`src/design/tce_pkg.sv`:
```
package tce_pkg;

  // Fixed field widths.
  localparam int unsigned REQ_W   = 2;
  localparam int unsigned CHAR_W  = 8;
  localparam int unsigned ATTR_W  = 8;
  localparam int unsigned SEL_W   = 2;
  localparam int unsigned TCOL_W  = 7;
  localparam int unsigned TROW_W  = 5;
  localparam int unsigned IDX_W   = 11;
  localparam int unsigned CELL_W  = CHAR_W + ATTR_W;
  localparam int unsigned CFG_IDX_W = 2;

  // Request kinds.
  typedef enum logic [REQ_W-1:0] {
    REQ_PUT   = 2'd0,
    REQ_CLEAR = 2'd1,
    REQ_MOVE  = 2'd2,
    REQ_READ  = 2'd3
  } req_e;

  // Character codes with special meaning.
  localparam logic [CHAR_W-1:0] CH_NUL   = 8'h00;
  localparam logic [CHAR_W-1:0] CH_BS    = 8'h08;
  localparam logic [CHAR_W-1:0] CH_TAB   = 8'h09;
  localparam logic [CHAR_W-1:0] CH_LF    = 8'h0A;
  localparam logic [CHAR_W-1:0] CH_CR    = 8'h0D;
  localparam logic [CHAR_W-1:0] CH_SPACE = 8'h20;

  // Palette selections.
  localparam logic [SEL_W-1:0] SEL_NORMAL = 2'd0;
  localparam logic [SEL_W-1:0] SEL_KERNEL = 2'd1;

  // Configuration register indexes.
  localparam logic [CFG_IDX_W-1:0] CFG_COLOR_NORMAL  = 2'd0;
  localparam logic [CFG_IDX_W-1:0] CFG_COLOR_KERNEL  = 2'd1;
  localparam logic [CFG_IDX_W-1:0] CFG_COLOR_PROGRAM = 2'd2;

  // Reset attributes.
  localparam logic [ATTR_W-1:0] COLOR_NORMAL_RST  = 8'd7;
  localparam logic [ATTR_W-1:0] COLOR_KERNEL_RST  = 8'd4;
  localparam logic [ATTR_W-1:0] COLOR_PROGRAM_RST = 8'd2;

  // Top-level control states.
  typedef enum logic [1:0] {
    ST_IDLE,
    ST_READ,
    ST_SWEEP
  } ctl_state_e;

  // Sweep engine phases.
  typedef enum logic [1:0] {
    SW_IDLE,
    SW_FILL,
    SW_COPY,
    SW_BLANK
  } sw_phase_e;

  typedef struct packed {
    logic              go;
    logic              scroll;
    logic [ATTR_W-1:0] attr;
  } sweep_cmd_t;

  typedef struct packed {
    logic busy;
    logic done;
  } sweep_stat_t;

endpackage

```
`src/design/tce_sweep.sv`:
```
module tce_sweep #(
  parameter int unsigned SCREEN_COLS = 80,
  parameter int unsigned SCREEN_ROWS = 25,
  parameter int unsigned ADDR_W      = 11
) (
  input  logic                       clk_i,
  input  logic                       rst_ni,
  input  tce_pkg::sweep_cmd_t        cmd_i,
  output tce_pkg::sweep_stat_t       stat_o,
  input  logic [tce_pkg::CELL_W-1:0] rdata_i,
  output logic                       we_o,
  output logic [ADDR_W-1:0]          waddr_o,
  output logic [tce_pkg::CELL_W-1:0] wdata_o,
  output logic                       re_o,
  output logic [ADDR_W-1:0]          raddr_o
);
  import tce_pkg::*;

  localparam int unsigned CELLS = SCREEN_COLS * SCREEN_ROWS;
  localparam int unsigned LAST  = (SCREEN_ROWS - 1) * SCREEN_COLS;

  sw_phase_e         phase_q, phase_d;
  logic [ADDR_W-1:0] ptr_q, ptr_d;
  logic [ATTR_W-1:0] attr_q, attr_d;
  logic              cp_wr_q, cp_wr_d;
  logic [ADDR_W-1:0] cp_addr_q, cp_addr_d;
  logic              done;

  // The copy pass reads one row ahead and writes the cell it read in the following
  // cycle, so the write address always trails the read address.
  always_comb begin
    phase_d   = phase_q;
    ptr_d     = ptr_q;
    attr_d    = attr_q;
    cp_wr_d   = 1'b0;
    cp_addr_d = cp_addr_q;
    done      = 1'b0;
    we_o      = 1'b0;
    waddr_o   = ptr_q;
    wdata_o   = {attr_q, CH_NUL};
    re_o      = 1'b0;
    raddr_o   = ptr_q + ADDR_W'(SCREEN_COLS);
    case (phase_q)
      SW_IDLE: begin
        if (cmd_i.go) begin
          attr_d  = cmd_i.attr;
          ptr_d   = '0;
          phase_d = cmd_i.scroll ? SW_COPY : SW_FILL;
        end
      end
      SW_FILL: begin
        we_o = 1'b1;
        if (ptr_q == ADDR_W'(CELLS - 1)) begin
          done    = 1'b1;
          phase_d = SW_IDLE;
        end else begin
          ptr_d = ptr_q + ADDR_W'(1);
        end
      end
      SW_COPY: begin
        if (cp_wr_q) begin
          we_o    = 1'b1;
          waddr_o = cp_addr_q;
          wdata_o = rdata_i;
        end
        if (ptr_q != ADDR_W'(LAST)) begin
          re_o      = 1'b1;
          cp_wr_d   = 1'b1;
          cp_addr_d = ptr_q;
          ptr_d     = ptr_q + ADDR_W'(1);
        end else begin
          phase_d = SW_BLANK;
        end
      end
      SW_BLANK: begin
        we_o    = 1'b1;
        wdata_o = {attr_q, CH_SPACE};
        if (ptr_q == ADDR_W'(CELLS - 1)) begin
          done    = 1'b1;
          phase_d = SW_IDLE;
        end else begin
          ptr_d = ptr_q + ADDR_W'(1);
        end
      end
      default: begin
        phase_d = SW_IDLE;
      end
    endcase
  end

  // Out of reset the engine runs a fill pass with the program color.
  always_ff @(posedge clk_i or negedge rst_ni) begin
    if (!rst_ni) begin
      phase_q <= SW_FILL;
      ptr_q   <= '0;
      attr_q  <= COLOR_PROGRAM_RST;
      cp_wr_q <= 1'b0;
    end else begin
      phase_q <= phase_d;
      ptr_q   <= ptr_d;
      attr_q  <= attr_d;
      cp_wr_q <= cp_wr_d;
    end
  end

  always_ff @(posedge clk_i) begin
    cp_addr_q <= cp_addr_d;
  end

  assign stat_o.busy = (phase_q != SW_IDLE);
  assign stat_o.done = done;

endmodule

```
`config.mk`:
```
export PLATFORM = sky130hd
export DESIGN_NAME = tce_sweep
export DESIGN_NICKNAME = d
export VERILOG_FILES = /design/src/design/tce_pkg.sv /design/src/design/tce_sweep.sv
export SDC_FILE = /design/constraint.sdc
export NUM_CORES = 1
export LEC_CHECK = 0
export BUFFER_PORTS_ARGS = -buffer_cell sky130_fd_sc_hd__buf_2
export CORE_MARGIN = 2
export CORE_UTILIZATION = 45
export CTS_BUF_LIST = sky130_fd_sc_hd__clkbuf_16
export DETAILED_ROUTE_END_ITERATION = 7
export PLACE_DENSITY = 0.73
export SLEW_MARGIN = 20
export SYNTH_ARGS = -nofsm -noshare
export SYNTH_HDL_FRONTEND = slang
export SYNTH_SLANG_ARGS = --single-unit
export TNS_END_PERCENT = 100
```
`constraint.sdc`:
```
create_clock -name clk_i -period 1.8 [get_ports clk_i]
set_input_delay 0.18 -clock clk_i [delete_from_list [all_inputs] [get_ports clk_i]]
set_output_delay 0.18 -clock clk_i [all_outputs]
set_load 0.03 [all_outputs]
```
Word level (Yosys, flattened, before mapping):

Cells that the tools add are included.

* output and inout bits: 42
* word-level logic and storage cells: 43
* flip-flop bits (word level): 33
* input port bits: 28

* equality and inequality tests: 10
* muxes and demuxes: 19
* add/sub/neg operators: 2
* reductions and logical operators: 7

Operators with widths (count)
* 11-bit 2-to-1 mux: 5
* 11-bit case mux with 3 select lines: 1
* 16-bit case mux with 2 select lines: 1
* 16-bit 2-to-1 mux: 1
* 11-bit by 1-bit adder with 11-bit output, second input constant: 1
* 11-bit by 7-bit adder with 11-bit output, second input constant: 1
* 11-bit == test, second input constant: 1
* 11-bit != test, second input constant: 1
* 2-bit 2-to-1 mux: 4
* 2-bit != test, second input constant: 4
* 2-bit case mux with 3 select lines: 1
* 3-bit AND reduction: 2
* 1-bit 2-to-1 mux: 5
* 2-bit == test, second input constant: 2
* 2-bit AND reduction: 2
* 2-bit by 1-bit == test with 1-bit output, second input constant: 1
* 2-bit logical NOT: 1
* 2-bit by 1-bit != test with 1-bit output, second input constant: 1
* 1-bit case mux with 2 select lines: 1
* 2-bit nonzero test: 1
* 2-bit OR reduction: 1

Logic depth before layout (Yosys ltp):

Gate-level depths: netlist (run 1).

* depth after elaboration: 4
* mapped depth: 7
* mapped depth without buffers: 6

Worst setup path after synthesis (run 1):

OpenSTA, ideal clock, no wires.

* kind: flip-flop to flip-flop
* start: reg ptr_q[4]
* end: reg cp_addr_q[0], enable pin
* buffers on the path: 0
* data required time: 1.403 ns
* data arrival time: 2.005 ns
* setup slack: -0.602 ns
* clock period less this slack: 2.402 ns
* cell stages (with the launch flop): 6
* path through: dfrtp_1 > inv_1 > ha_1 > nand4_4 > nor3_1 > nor2_1

* cells in the longest elaborated chain, start to end: 2

Ends and longest elaborated chain
* from (decl): line tce_sweep.sv:23 `logic [ADDR_W-1:0] ptr_q, ptr_d;`
* from (signal assigned): line tce_sweep.sv:100 `ptr_q <= ptr_d;`
* 11-bit != test: line tce_sweep.sv:66 `if (ptr_q != ADDR_W'(LAST)) begin`
* 2-bit AND reduction (no line)
* to (signal assigned): line tce_sweep.sv:107 `cp_addr_q <= cp_addr_d;`
* to (decl): line tce_sweep.sv:26 `logic [ADDR_W-1:0] cp_addr_q, cp_addr_d;`

Every way passes these cells.
A chain may end at the register's enable or synchronous reset.

Final worst setup path (run 1):

* start: reg ptr_q[0]
* end: out re_o

* cells in the longest elaborated chain, start to end: 3

Ends and longest elaborated chain
* 11-bit != test: line tce_sweep.sv:66
* 1-bit 2-to-1 mux: line tce_sweep.sv:66
* 1-bit 2-to-1 mux: line tce_sweep.sv:43 `case (phase_q)`
* to (decl): line tce_sweep.sv:14 `output logic re_o,`

Every way passes these cells.

==> metrics.yaml, run 1 <==
drc: 0
tritoncts: "yes"
fin_util: 0.7939
path_max_fanout: 3
clock_path_buffers: 2
dieWidth_um: 69.78
cts.sinks: 33
synth_ff_type: "dfrtp_1"
timing.rr.start: "ptr_q[0]"
wl_met2_um: 2958
min_path_type: "in -> reg"
io_pins: 70
wl_um: 5610
start_util: 0.4764
power_density_nw_per_um2: 1240
dieArea_um2: 4869
finalWorstSetupSlack_ns: -0.2164
grt_pass1_wl_um: 8645
ys_ff_latch: 33
fin_hold_ws_ns: 0.1291
avgViaCountPerCell: 5.351
first_pass_iters: 4
holdPathEnd: "attr_q[7]"
syn_avg_cell_area_um2: 11.06
synth_cell_types: 43
synth_fp_nets: 208
maxCapViolCount: 0
final_nets: 317
path_class: "reg -> out"
rrSetupSlack_ns: -0.17
whs_path_depth: 2
drt-met1-wl_um: 2216
core_um2: 4086
cts-root-buf: "clkbuf_16"
rows: 23
gp_congestion: 0.9074
p_sw_frac: 0.3942
internal_power_w: 0.002438
drive_gt1_frac: 0.6643
cts_buffers: 5
worst_setup_path_start_kind: "flip-flop"
worstSetupStartpoint: "ptr_q[0]"
p_clk_frac: 0.200
pwr-share-seq: 0.269
final_antenna_net_count: 0
clkSlewWorstSetupHoldPaths_ns: 0.05
vias: 1798
ys_seq_area_frac: 0.4537
yosysWarnings: 0
cp.arrival_ns: 1.84
setup_viol_count_final: 47
antenna_cells: 0
synth_edf_count: 11
grt_pass1_vias: 1775
portBuffers: 69
end_kind: "output pin"
peakVddDrop_mv: 0.8883
static-leakage-power_nw: 1.499
critical_path_required_ns: 1.62
comb_power_share: 0.531
nFillCells: 240
grt_max_degree: 23
max_freq_ghz: 0.4959
hpwl_um: 3349
status: "finished, violations left"
slowest_delay_ns: 0.49
synth_async_sr_flop_share: 0.6667
synthCells: 176
rsz0062_at_grt: "true"
clock_latency_ns: 0.28
worst_pin_slew_ns: 0.5153
wl_met3_um: 357
highest_layer: "met4"
critPathSlowestCell: "or4b_4"
p_switching_w: 0.001586
wl_per_cell_um: 16.70
die_y_um: 69.78
r2r_end: "ptr_q[3]"
h-tree-depth: 2
synth_area_um2: 1947
syn_to_final_growth_pct: 66.65
worstPathCellList: "inv_2, ha_4, or4b_4, nor3_2, buf_4, nor2_4, buf_6"
antenna_found_initial: 0
violations: "negative setup slack"
finClkSkew_ns: 0.005203
fin_crit_sh: 1.120
hold_violations: 0
drv_slew: 0
hp-start: "cmd_i[7]"
drt_iter0_markers: 91
grt-ovfl-total: 0
final.min_clock_period_ns: 2.016
ff2ff_path_depth: 7
grt.total_usage: 0.2252
relSlewSlack: 0.6565
-- cell usage in the layout, fill, tap and decap left out, drive strengths merged, types with 2 or more instances in the layout --
master | netlist | layout
buf | 10 | 115
mux2 | 23 | 23
dfrtp | 20 | 20
nand2 | 13 | 13
edfxtp | 11 | 11
nor2 | 11 | 11
and2 | 9 | 9
nor3 | 9 | 9
o21ai | 9 | 9
clkbuf | 6 | 7
inv | 7 | 7
nor4 | 6 | 6
a211o | 5 | 5
xnor2 | 4 | 4
ha | 4 | 4
nand3 | 3 | 3
nand4 | 3 | 3
a221o | 2 | 2
o22a | 2 | 2
dfstp | 2 | 2
clkinv | 0 | 2
a21oi | 2 | 2
-- routing by layer --
metal  track usage  up-vias
li1              -      855
met1        0.2841      858
met2        0.3810       76
met3       0.05523        9
met4       0.06838        0
met5             0        -
-- timing repair --
action / in CTS / in global routing
hold buffers: 1 / 0
gates resized for setup: 87 / 20
cloned: 0 / 2
hold endpoints to repair: 20 / 0
setup endpoints to repair: 41 / 54
setup buffers: 10 / 6
pin swaps: 6 / 8
-- critical path, delay by kind of cell, from the launching register on --
kind | cells | cell delay [ns]
buffers and inverters | 3 | 0.37
and+or+nand+nor | 3 | 0.68
adders and majority gates | 1 | 0.12
DFF | 1 | 0.39
-- cell usage after synthesis, types with 2 or more instances --
cell type | n | area share
a211o_1 | 5 | 0.022
a21oi_1 | 2 | 0.0051
a221o_1 | 2 | 0.010
and2_1 | 9 | 0.029
buf_4 | 7 | 0.027
buf_6 | 2 | 0.012
clkbuf_1 | 5 | 0.0096
dfrtp_1 | 20 | 0.26
dfstp_2 | 2 | 0.027
edfxtp_1 | 11 | 0.17
ha_1 | 4 | 0.026
inv_1 | 7 | 0.013
mux2_2 | 23 | 0.13
nand2_1 | 13 | 0.025
nand3_1 | 3 | 0.0077
nand4_1 | 2 | 0.0064
nor2_1 | 9 | 0.017
nor3_1 | 9 | 0.023
nor4_1 | 5 | 0.016
o21ai_0 | 9 | 0.023
o22a_1 | 2 | 0.0090
xnor2_1 | 4 | 0.018
-- per-stage QoR --
stage	cell area [um2]	setup WS, ns	std cells	setup TNS, ns	total power, W
finish	3244	-0.2164	336	-6.054	0.004024
global route	3244	-0.2514	336	-8.613	0.004212
CTS	3042	-0.1737	328	-4.093	0.003972
detailed placement	2526	-0.1484	309	-1.402	0.002838
global placement	2526	-0.09189	309	-0.8465	0.002816
floorplan	1981	-0.1399	176	-1.552	0.002339
-- power by group through the flow --
stage               combinational (W)  clock (W)  sequential [W]
floorplan                     0.00122          0         0.00112
global placement              0.00174          0         0.00108
detailed placement            0.00176          0         0.00108
CTS                           0.00208   0.000817         0.00107
global route                  0.00226   0.000850         0.00110
finish                        0.00214   0.000806         0.00108
-- worst max path at each step --
stage | slack (ns) | to | depth (start not counted)
2_1_floorplan | -0.14 | ptr_q[3] | 6
6_report | -0.22 | re_o | 7
3_5_place_dp | -0.15 | ptr_q[3] | 7
4_1_cts | -0.17 | re_o | 7
3_3_place_gp | -0.09 | ptr_q[3] | 7
5_1_grt | -0.25 | re_o | 7
-- state kept, by name, indices dropped and copies added (netlist names) --
signal / flops
phase_q: 2
ptr_q: 11
cp_wr_q: 1
attr_q: 8
cp_addr_q: 11
-- final cells by class --
| class | count | area, um2 | area share |
|---|---|---|---|
| repair buffers | 118 | 1027 | 0.3166 |
| well taps | 50 | 62.56 | 0.01928 |
| clock buffers | 5 | 125.1 | 0.03857 |
| inverters | 7 | 37.54 | 0.01157 |
| flip-flops and latches | 33 | 885.9 | 0.2730 |
| multi-input cells | 120 | 1092 | 0.3367 |
| clock inverters | 3 | 13.76 | 0.004242 |
-- kinds of logic (layout without fill, tap and decap cells) --
| logic type | after synthesis | in the layout | synth area share |
|---|---|---|---|
| AND/OR/NAND/NOR | 62 | 62 | 0.1870 |
| buffers and inverters | 23 | 133 | 0.07134 |
| flip-flops | 33 | 33 | 0.4537 |
| XOR/XNOR | 5 | 5 | 0.02249 |
| adder cells (fa/ha/maj) | 4 | 4 | 0.02571 |
| AO/OA/AOI/OAI | 26 | 26 | 0.1067 |
| multiplexers | 23 | 23 | 0.1330 |
Note: power is estimated with default switching activity, not from simulation.
==> run 2: changes to the inputs <==
- BUFFER_PORTS_ARGS: -buffer_cell sky130_fd_sc_hd__buf_2 -> -buffer_cell sky130_fd_sc_hd__buf_4
==> metrics.yaml, run 2 (synthesis gave the netlist of run 1 again) <==
slowest_delay_ns: 0.51
worstPathCellList: "inv_2, ha_1, or4b_4, nor3_2, buf_4, nor2_4, buf_6"
grt_pass1_vias: 1897
static-leakage-power_nw: 1.558
internal_power_w: 0.002586
rsz0062_at_grt: "true"
final_antenna_net_count: 0
gp_congestion: 0.8208
maxCapViolCount: 0
finClkSkew_ns: 0.004433
fin_crit_sh: 1.181
fin_util: 0.8282
hpwl_um: 3450
grt-ovfl-total: 0
clock_latency_ns: 0.28
io_pins: 70
regArea_um2: 885.9
wl_per_cell_um: 20.67
finalWorstSetupSlack_ns: -0.3261
multi_input_area_um2: 1110
crit_family: "simple AND/OR/NAND/NOR gates"
grt_max_degree: 23
status: "finished, violations left"
portBuffers: 69
worst_pin_slew_ns: 0.3906
hold_violations: 0
rows: 23
critical_path_required_ns: 1.62
final_nets: 320
cts.sinks: 33
finalPower_w: 0.004281
reg_top3: "cp_addr_q: 11 flops, ptr_q: 11 flops, attr_q: 8 flops"
comb_power_share: 0.554
crit_buf_inv: 3
worst_setup_path_start_kind: "flip-flop"
drc: 0
vias: 1964
max_freq_ghz: 0.4704
final_common_cell: "buf_4"
avgViaCountPerCell: 5.794
drt_iter0_markers: 152
h-tree-depth: 2
final.min_clock_period_ns: 2.126
critPathSlowestCell: "or4b_4"
antenna_found_initial: 0
cts_buffers: 5
first_pass_iters: 4
die_y_um: 69.78
clkSlewWorstSetupHoldPaths_ns: 0.05
p_sw_frac: 0.3959
p_switching_w: 0.001695
p_clk_frac: 0.190
antenna_cells: 0
cp.arrival_ns: 1.95
pwr-share-seq: 0.256
grt.total_usage: 0.2491
grt_pass1_wl_um: 9466
start_util: 0.4764
nFillCells: 209
violations: "negative setup slack"
cts-root-buf: "clkbuf_16"
drive_gt1_frac: 0.6782
clock_path_buffers: 2
path_max_fanout: 3
drv_slew: 0
tritoncts: "yes"
end_kind: "output pin"
relSlewSlack: 0.7396
core_um2: 4086
final_cell_mix: "80 x buf_4, 33 x buf_6, 22 x mux2_2, 18 x dfrtp_1, 11 x edfxtp_1"
wl_um: 7007
syn_to_final_growth_pct: 73.84
min_path_type: "in -> reg"
dieArea_um2: 4869
power_density_nw_per_um2: 1265
dieWidth_um: 69.78
path_class: "reg -> out"
setup_viol_count_final: 52
peakVddDrop_mv: 1.261
==> run 2: changes by cell type in the layout (fill, tap and decap cells not counted), sizes merged <==
cell / delta
buf: +4
clkbuf: -1
==> run 2: area by class of cell <==
type | instances | share of cell area
clock inverters | 3 | 0.004067
clock buffers | 5 | 0.03697
flip-flops and latches | 33 | 0.2617
repair buffers | 121 | 0.3397
multi-input cells | 120 | 0.3279
well taps | 50 | 0.01848
inverters | 7 | 0.01109
==> run 2: path summary, 6_finish.rpt <==
| path | start | endpoint | slack [ns] | cells after the start |
|---|---|---|---|---|
| max reg2reg | ptr_q[1] | cp_addr_q[6] | -0.28 | 8 |
| min reg2reg | attr_q[4] | attr_q[4] | 0.51 | 1 |
| max in group asynchronous | rst_ni | attr_q[1] | 1.17 | 2 |
| max | ptr_q[1] | re_o | -0.33 | 7 |
| min in group asynchronous | rst_ni | attr_q[3] | 0.35 | 2 |
| min | cmd_i[4] | attr_q[4] | 0.13 | 2 |
==> run 2: power groups by stage <==
| stage | registers [W] | clock network, W | logic, W |
|---|---|---|---|
| 2_1_floorplan | 0.00112 | 0 | 0.00122 |
| 3_3_place_gp | 0.00108 | 0 | 0.00191 |
| 3_5_place_dp | 0.00108 | 0 | 0.00193 |
| 4_1_cts | 0.00108 | 0.000804 | 0.00224 |
| 5_1_grt | 0.00111 | 0.000860 | 0.00248 |
| 6_report | 0.00110 | 0.000812 | 0.00237 |
==> run 2: worst reg2reg max path, cell delays in order (launching register included) <==
cell,delay (ns)
dfrtp_1,0.39
inv_2,0.08
ha_1,0.14
or4b_4,0.51
nor3_2,0.20
buf_4,0.17
nor2_4,0.05
buf_4,0.15
clkbuf_16,0.16
==> run 2: stage by stage <==
step	hold WS (ns)	instances	TNS, ns	instance area [um2]	worst slack [ns]
floorplan	-0.1156	176	-1.552	1981	-0.1399
global placement	0.08957	311	-0.3073	2701	-0.08870
detailed placement	0.09036	311	-0.8526	2701	-0.1362
CTS	0.1323	336	-3.325	3278	-0.1654
global route	0.1299	339	-11.29	3385	-0.3851
finish	0.1311	339	-8.697	3385	-0.3261
==> run 2: metal layers <==
| layer | global-route usage | routed length, um |
|---|---|---|
| met1 | 0.2988 | 2646 |
| met2 | 0.4349 | 3561 |
| met3 | 0.05378 | 511 |
| met4 | 0.09402 | 286 |
| met5 | 0 | 0 |
==> run 2: what timing repair did <==
item                       4_1_cts  5_1_grt
gates resized for setup         65       16
hold buffers                     1        0
pin swaps                       15        3
setup endpoints to repair       41       52
cloned                           3        1
buffers inserted                13        3
hold endpoints to repair        20        0
